$ cat config.mk
export PLATFORM = sky130hd
export DESIGN_NAME = cumulative_histogram_accumulator_top
export DESIGN_NICKNAME = d
export VERILOG_FILES = /design/src/rtl/chist_pkg.sv /design/src/rtl/chist_bucket_bank.sv /design/src/rtl/chist_out_skid.sv /design/src/rtl/cumulative_histogram_accumulator_top.sv
export SDC_FILE = /design/constraint.sdc
export NUM_CORES = 2
export LEC_CHECK = 0
export BUFFER_PORTS_ARGS = -buffer_cell sky130_fd_sc_hd__buf_2
export CORE_MARGIN = 1.5
export CORE_UTILIZATION = 43
export CTS_CLUSTER_SIZE = 24
export DETAILED_ROUTE_END_ITERATION = 8
export GPL_TIMING_DRIVEN = 0
export PLACE_DENSITY = 0.69
export SLEW_MARGIN = 10
export SYNTH_ARGS = -nofsm -noshare
export SYNTH_HDL_FRONTEND = slang
export SYNTH_SLANG_ARGS = --single-unit
$ cat constraint.sdc
create_clock -name aclk -period 20.3 [get_ports aclk]
set_clock_uncertainty 0.15 [all_clocks]
set_input_delay 4.06 -clock aclk [delete_from_list [all_inputs] [get_ports aclk]]
set_output_delay 4.06 -clock aclk [all_outputs]
set_load 0.01 [all_outputs]
$ cat src/rtl/chist_pkg.sv
// ----------------------------------------------------------------------------
// chist_pkg
// Shared types and constants of the cumulative histogram accumulator.
// ----------------------------------------------------------------------------
`default_nettype none

package chist_pkg;

    localparam int BOUND_W     = 32;
    localparam int SUM_W       = 64;
    localparam int OUT_CNT_W   = 32;
    localparam int SLOT_W      = 3;
    localparam int NUM_BOUNDS  = 7;
    localparam int NUM_SLOTS   = 8;
    localparam int CFG_ADDR_W  = 3;

    localparam logic [SLOT_W-1:0]  INF_SLOT  = 3'd7;
    localparam logic [BOUND_W-1:0] BOUND_MAX = 32'h7FFF_FFFF;

    localparam int DEF_FINITE_BUCKETS = 7;
    localparam int DEF_COUNT_WIDTH    = 32;

    typedef enum logic {
        CMD_OBSERVE = 1'b0,
        CMD_READ    = 1'b1
    } cmd_t;

    typedef struct packed {
        cmd_t                       command;
        logic signed [BOUND_W-1:0]  sample;
        logic [SLOT_W-1:0]          bucket_index;
    } item_t;

    typedef struct packed {
        logic signed [BOUND_W-1:0]  bucket_bound;
        logic                       is_infinite;
        logic [OUT_CNT_W-1:0]       bucket_count;
        logic signed [SUM_W-1:0]    sample_sum;
        logic [OUT_CNT_W-1:0]       obs_total;
    } result_t;

endpackage

`default_nettype wire

$ cat src/rtl/chist_bucket_bank.sv
// ----------------------------------------------------------------------------
// chist_bucket_bank
// Bound registers, cumulative bucket counters, running sum and sample total.
// ----------------------------------------------------------------------------
`default_nettype none

module chist_bucket_bank #(
    parameter int FINITE_BUCKETS = chist_pkg::DEF_FINITE_BUCKETS,
    parameter int COUNT_WIDTH    = chist_pkg::DEF_COUNT_WIDTH
) (
    input  wire logic                                   aclk,
    input  wire logic                                   aresetn,
    input  wire logic                                   cfg_wr_en,
    input  wire logic [chist_pkg::CFG_ADDR_W-1:0]       cfg_addr,
    input  wire logic [chist_pkg::BOUND_W-1:0]          cfg_wr_data,
    input  wire logic                                   obs_en,
    input  wire logic signed [chist_pkg::BOUND_W-1:0]   obs_sample,
    input  wire logic [chist_pkg::SLOT_W-1:0]           rd_idx,
    output chist_pkg::result_t                          rd_data
);

    localparam logic [COUNT_WIDTH-1:0] COUNT_MAX = '1;

    logic [chist_pkg::BOUND_W-1:0]  bound_reg [chist_pkg::NUM_BOUNDS];
    logic [COUNT_WIDTH-1:0]         cnt_reg   [chist_pkg::NUM_SLOTS];
    logic [chist_pkg::SUM_W-1:0]    sum_reg;
    logic [COUNT_WIDTH-1:0]         total_reg;
    logic [chist_pkg::NUM_SLOTS-1:0] hit;
    logic [COUNT_WIDTH-1:0]         rd_cnt;
    logic [chist_pkg::OUT_CNT_W-1:0] rd_cnt_out;
    logic [chist_pkg::OUT_CNT_W-1:0] total_out;

    always_ff @(posedge aclk) begin
        if (!aresetn) begin
            for (int i = 0; i < chist_pkg::NUM_BOUNDS; i++) begin
                bound_reg[i] <= chist_pkg::BOUND_MAX;
            end
        end else if (cfg_wr_en && (cfg_addr != chist_pkg::INF_SLOT)) begin
            bound_reg[cfg_addr] <= cfg_wr_data;
        end
    end

    // Compare against all bounds at once; slots past FINITE_BUCKETS never count.
    genvar g;
    generate
        for (g = 0; g < chist_pkg::NUM_BOUNDS; g++) begin : g_hit
            if (g < FINITE_BUCKETS) begin : g_used
                assign hit[g] = (obs_sample <= $signed(bound_reg[g]));
            end else begin : g_unused
                assign hit[g] = 1'b0;
            end
        end
    endgenerate
    assign hit[chist_pkg::INF_SLOT] = 1'b1;

    always_ff @(posedge aclk) begin
        if (!aresetn) begin
            for (int i = 0; i < chist_pkg::NUM_SLOTS; i++) begin
                cnt_reg[i] <= '0;
            end
            sum_reg   <= '0;
            total_reg <= '0;
        end else if (obs_en) begin
            for (int i = 0; i < chist_pkg::NUM_SLOTS; i++) begin
                if (hit[i] && (cnt_reg[i] != COUNT_MAX)) begin
                    cnt_reg[i] <= cnt_reg[i] + 1'b1;
                end
            end
            sum_reg <= sum_reg + {{(chist_pkg::SUM_W-chist_pkg::BOUND_W){obs_sample[
                chist_pkg::BOUND_W-1]}}, obs_sample};
            if (total_reg != COUNT_MAX) begin
                total_reg <= total_reg + 1'b1;
            end
        end
    end

    assign rd_cnt = cnt_reg[rd_idx];

    generate
        if (COUNT_WIDTH >= chist_pkg::OUT_CNT_W) begin : g_cnt_trunc
            assign rd_cnt_out = rd_cnt[chist_pkg::OUT_CNT_W-1:0];
            assign total_out  = total_reg[chist_pkg::OUT_CNT_W-1:0];
        end else begin : g_cnt_ext
            assign rd_cnt_out = {{(chist_pkg::OUT_CNT_W-COUNT_WIDTH){1'b0}}, rd_cnt};
            assign total_out  = {{(chist_pkg::OUT_CNT_W-COUNT_WIDTH){1'b0}}, total_reg};
        end
    endgenerate

    always_comb begin
        rd_data.is_infinite  = (rd_idx == chist_pkg::INF_SLOT);
        rd_data.bucket_bound = chist_pkg::BOUND_MAX;
        if (rd_idx != chist_pkg::INF_SLOT) begin
            rd_data.bucket_bound = bound_reg[rd_idx[chist_pkg::SLOT_W-1:0]];
        end
        rd_data.bucket_count = rd_cnt_out;
        rd_data.sample_sum   = sum_reg;
        rd_data.obs_total    = total_out;
    end

endmodule

`default_nettype wire

$ cat src/rtl/chist_out_skid.sv
// ----------------------------------------------------------------------------
// chist_out_skid
// Result register with one skid entry toward the master side.
// ----------------------------------------------------------------------------
`default_nettype none

module chist_out_skid (
    input  wire logic           aclk,
    input  wire logic           aresetn,
    input  wire logic           push,
    input  chist_pkg::result_t  push_data,
    output logic                space,
    output logic                m_valid,
    input  wire logic           m_ready,
    output chist_pkg::result_t  m_data
);

    logic               main_valid_reg;
    logic               skid_valid_reg;
    chist_pkg::result_t main_reg;
    chist_pkg::result_t skid_reg;
    logic               pop;

    assign pop     = main_valid_reg && m_ready;
    assign space   = !skid_valid_reg;
    assign m_valid = main_valid_reg;
    assign m_data  = main_reg;

    always_ff @(posedge aclk) begin
        if (!aresetn) begin
            main_valid_reg <= 1'b0;
            skid_valid_reg <= 1'b0;
        end else if (pop) begin
            if (skid_valid_reg) begin
                // advance the skid entry; a new item takes its place
                skid_valid_reg <= push;
            end else begin
                main_valid_reg <= push;
            end
        end else if (push) begin
            if (main_valid_reg) begin
                skid_valid_reg <= 1'b1;
            end else begin
                main_valid_reg <= 1'b1;
            end
        end
    end

    always_ff @(posedge aclk) begin
        if (pop) begin
            if (skid_valid_reg) begin
                main_reg <= skid_reg;
                if (push) begin
                    skid_reg <= push_data;
                end
            end else if (push) begin
                main_reg <= push_data;
            end
        end else if (push) begin
            if (main_valid_reg) begin
                skid_reg <= push_data;
            end else begin
                main_reg <= push_data;
            end
        end
    end

endmodule

`default_nettype wire

$ cat src/rtl/cumulative_histogram_accumulator_top.sv
// ----------------------------------------------------------------------------
// cumulative_histogram_accumulator_top
// Cumulative bucket histogram of signed latency samples.
// ----------------------------------------------------------------------------
// Usage:
// The slave channel takes one command item per handshake: s_tuser selects
// observe (0) or read (1). An observe adds the sample to the 64-bit wrapping
// sum, bumps the saturating total and every bucket whose bound is at or above
// the sample; it gives no result. A read returns one item on the master
// channel with the bucket bound, count, sum and total; m_tuser on the master
// side flags the +Inf bucket. Bounds are to be written through the cfg port
// only while the block is idle; the block itself does not enforce this.
// Timing: an item is held in the input register; a read result is then
// registered in the output register, which drives m_tvalid.
// Throughput: one item per cycle while reads find a free output entry, set
// by the combinational compare-and-count path from the input register into
// the counters and result register.
// Reset clears all counters, the sum and the total, and sets every bound to
// the largest positive value. When the receiver stalls, one read result is
// held in the output register and one more in a skid entry; after that reads
// stall the input, while observes still drain.
// ----------------------------------------------------------------------------
`default_nettype none

module cumulative_histogram_accumulator_top #(
    parameter int FINITE_BUCKETS = chist_pkg::DEF_FINITE_BUCKETS,
    parameter int COUNT_WIDTH    = chist_pkg::DEF_COUNT_WIDTH
) (
    input  wire logic                               aclk,
    input  wire logic                               aresetn,
    input  wire logic                               cfg_wr_en,
    input  wire logic [chist_pkg::CFG_ADDR_W-1:0]   cfg_addr,
    input  wire logic [chist_pkg::BOUND_W-1:0]      cfg_wr_data,
    input  wire logic                               s_tvalid,
    output logic                                    s_tready,
    input  wire logic [39:0]                        s_tdata,  // sample, bucket_index, pad
    input  wire logic [0:0]                         s_tuser,  // command
    output logic                                    m_tvalid,
    input  wire logic                               m_tready,
    output logic [159:0]                            m_tdata,  // bucket_bound, bucket_count,
                                                              // sample_sum, obs_total
    output logic [0:0]                              m_tuser   // is_infinite
);

    chist_pkg::item_t   item_reg;
    logic               item_valid_reg;
    logic               advance;
    logic               is_read;
    logic               space;
    chist_pkg::result_t rd_data;
    chist_pkg::result_t out_data;

    assign is_read  = (item_reg.command == chist_pkg::CMD_READ);
    // observes always drain; reads need a free output entry
    assign advance  = item_valid_reg && (!is_read || space);
    assign s_tready = !item_valid_reg || advance;

    always_ff @(posedge aclk) begin
        if (!aresetn) begin
            item_valid_reg <= 1'b0;
        end else if (s_tready) begin
            item_valid_reg <= s_tvalid;
        end
    end

    always_ff @(posedge aclk) begin
        if (s_tready && s_tvalid) begin
            item_reg.command      <= chist_pkg::cmd_t'(s_tuser[0]);
            item_reg.sample       <= s_tdata[31:0];
            item_reg.bucket_index <= s_tdata[34:32];
        end
    end

    chist_bucket_bank #(
        .FINITE_BUCKETS (FINITE_BUCKETS),
        .COUNT_WIDTH    (COUNT_WIDTH)
    ) u_bank (
        .aclk        (aclk),
        .aresetn     (aresetn),
        .cfg_wr_en   (cfg_wr_en),
        .cfg_addr    (cfg_addr),
        .cfg_wr_data (cfg_wr_data),
        .obs_en      (advance && !is_read),
        .obs_sample  (item_reg.sample),
        .rd_idx      (item_reg.bucket_index),
        .rd_data     (rd_data)
    );

    chist_out_skid u_out (
        .aclk      (aclk),
        .aresetn   (aresetn),
        .push      (advance && is_read),
        .push_data (rd_data),
        .space     (space),
        .m_valid   (m_tvalid),
        .m_ready   (m_tready),
        .m_data    (out_data)
    );

    assign m_tdata = {out_data.obs_total, out_data.sample_sum,
                      out_data.bucket_count, out_data.bucket_bound};
    assign m_tuser = out_data.is_infinite;

endmodule

`default_nettype wire
==> results_dict.tcl <==
set metrics [dict create \
    p_per_area_mw_per_mm2 81.57 \
    finalHoldViolations 0 \
    syn_avg_cell_area_sq_um 10.89 \
    power.leakage_nw 23.33 \
    drc 0 \
    ys_seq_elements 972 \
    num_rows 127 \
    fin_setup_tns_ns 0 \
    yosys-top-cells-count "edfxtp_1, nand2_1, nor2_1" \
    fillers 10690 \
    synth_edf_count 838 \
    p_int_w 0.003602 \
    htreeDepth 3 \
    max_slew_margin_pct 6.648 \
    min_period_ns 7.331 \
    tightest_slew_ns 1.381 \
    swShare_pct 25.38 \
    rsz0062_at_grt "no" \
    ctsRootBufferMaster "clkbuf_16" \
    routed_wl_mm 151.4 \
    synth_warnings 0 \
    cap_viol_max_count 0 \
    antenna_found_initial 24 \
    io_pins 244 \
    dieArea_sq_mm 0.1224 \
    cp_data_required_time_ns 20.35 \
    ant_nets 0 \
    gp_congestion 0.9659 \
    postPlaceCellArea_sq_mm 0.05575 \
    ctsLongestPathBuffers 3 \
    status "finished, final reports clean" \
    drt-wirelength-per-cell_microns 22.05 \
    yosysSeqAreaShare_pct 53.84 \
    clock.fmax_mhz 136.4 \
    worstRegToRegCells 11 \
    synth_area_leaders "edfxtp_1, ha_1, mux4_2" \
    min_period_over_period_pct 36.11 \
    insertion_delay_ns 0.70 \
    cp_max_fo 32 \
    area_growth_pct 14.44 \
    final_area_sq_mm 0.05919 \
    critical_path.endpoint_type "flop" \
    yosys_most_used_dff "edfxtp_1" \
    synth_cell_types 79 \
    hpwl_mm 114.2 \
    first_iter_violations 4302 \
    yosys.area.top_type "edfxtp_1" \
    worstHoldPathType "flop to flop" \
    first_pass_iters 6 \
    crit_type "input pin to flop" \
    synth_top_cell_area_share_pct 48.65 \
    cts_setup_buffers 0 \
    cts_tree "done" \
    p_total_w 0.004828 \
    arrival_ns 7.38 \
    power.share.clock_pct 39.8 \
    grt_max_degree 33 \
    setup_viol 0 \
    p_comb_share_pct 11.4 \
    portBuffers 235 \
    clkSlewWorstSetupHoldPaths_ns 0.06 \
    ctsResizeCount 0 \
    track_usage_pct 24.48 \
    via_per_inst 5.560 \
    clock-sinks 972 \
    globalRouteOverflowTotal 0 \
    maxSlewViolCount 0 \
    layout-drive-gt1-share_pct 12.24 \
    dieWidth_microns 349.8 \
    pwr-share-seq_pct 48.7 \
    numCtsBuffers 104 \
    die_h_microns 349.8 \
    vdd_ir_drop_max_uv 66.60 \
    start_util_pct 43.23 \
    holdPathStages 0 \
    power.switching_w 0.001225 \
    async_flop_share_pct 0 \
    grt_pass1_vias 37560 \
    layout.nets 5534 \
    netlist_area_sq_mm 0.05172 \
    yosysMostFrequentCell "edfxtp_1" \
    final_util_pct 49.47 \
    start_kind "input pin" \
    core_area_sq_mm 0.1197 \
    num_vias 38180 \
    syn_inst 4750 \
    grt_pass1_wl_mm 227.0 \
    hold_buffers 0 \
]
[stage by stage]
step | cells | hold slack, ns | worst slack, ns
floorplan | 4781 | 0.2891 | 6.509
global placement | 6628 | 0.3058 | 1.300
detailed placement | 6662 | 0.3251 | 12.31
CTS | 6859 | 0.3389 | 13.04
global route | 6863 | 0.3592 | 12.87
finish | 6867 | 0.3363 | 12.97
[metal layers]
layer / GRT usage, % / part of all wire [%]
met3: 5.098 / 9.4
met4: 9.539 / 3.7
met5: 0 / 0.089
met2: 38.76 / 45
met1: 32.94 / 42
[worst paths after layout]
path,from,endpoint,slack (ns)
max,aresetn,u_bank.cnt_reg[5][18],12.97
min,u_bank.sum_reg[22],u_out.skid_reg[54],0.34
min reg2reg,u_bank.sum_reg[22],u_out.skid_reg[54],0.34
max reg2reg,item_reg[20],u_bank.cnt_reg[4][26],15.87
[power groups by stage]
stage / combinational, W / sequential (W) / clock [W]
global route: 0.000604 / 0.00236 / 0.00202
global placement: 0.000519 / 0.00240 / 0
detailed placement: 0.000544 / 0.00239 / 0
finish: 0.000553 / 0.00235 / 0.00192
floorplan: 0.000356 / 0.00237 / 0
CTS: 0.000548 / 0.00235 / 0.00195
[logic make-up after synthesis]
kind of cell | share of synthesized area (%)
xor gates and xnor gates | 5.250
and+or+nand+nor | 16.17
other | 0.007250
muxes | 6.452
AOI/OAI and AO/OA | 7.378
DFF | 53.84
buffers and inverters | 3.704
adders and majority gates | 7.199
[cell type report]
type,instances,area [sq um],share of cell area [%]
Tap cell,1612,2017,3.408
Antenna cell,8,20.02,0.03382
Clock inverter,56,559.3,0.9450
Clock buffer,141,2855,4.824
Inverter,311,1167,1.972
Sequential cell,972,27850,47.05
Buffer,194,750.7,1.268
Multi-Input combinational cell,3304,22160,37.44
Timing Repair Buffer,269,1809,3.057
[worst max-delay path, stage by stage]
cell and delay, ns:
clkbuf_1 0.49, clkbuf_1 0.72, buf_1 0.60, clkbuf_1 0.71, nand2_2 0.77
[cell usage in the layout, fill, tap and decap left out, types with 43 or more instances in the layout]
cell       netlist  routed
mux4_2         128     128
a21o_1         124     124
xor2_1         190     190
a21oi_1        180     179
nand2_1        735     726
buf_2           16     251
nor2_1         647     647
o21ai_0         72      70
nand4_1        124     124
edfxtp_1       838     838
nand3_1        163     163
o211ai_1        68      68
xnor2_1        120     120
clkbuf_16        0     107
inv_1          309     308
dfxtp_1        134     134
clkbuf_1       150     177
and3_1          72      72
ha_1           296     296
nand2b_1        46      43
No activity file was read; power rests on OpenSTA's default activity.
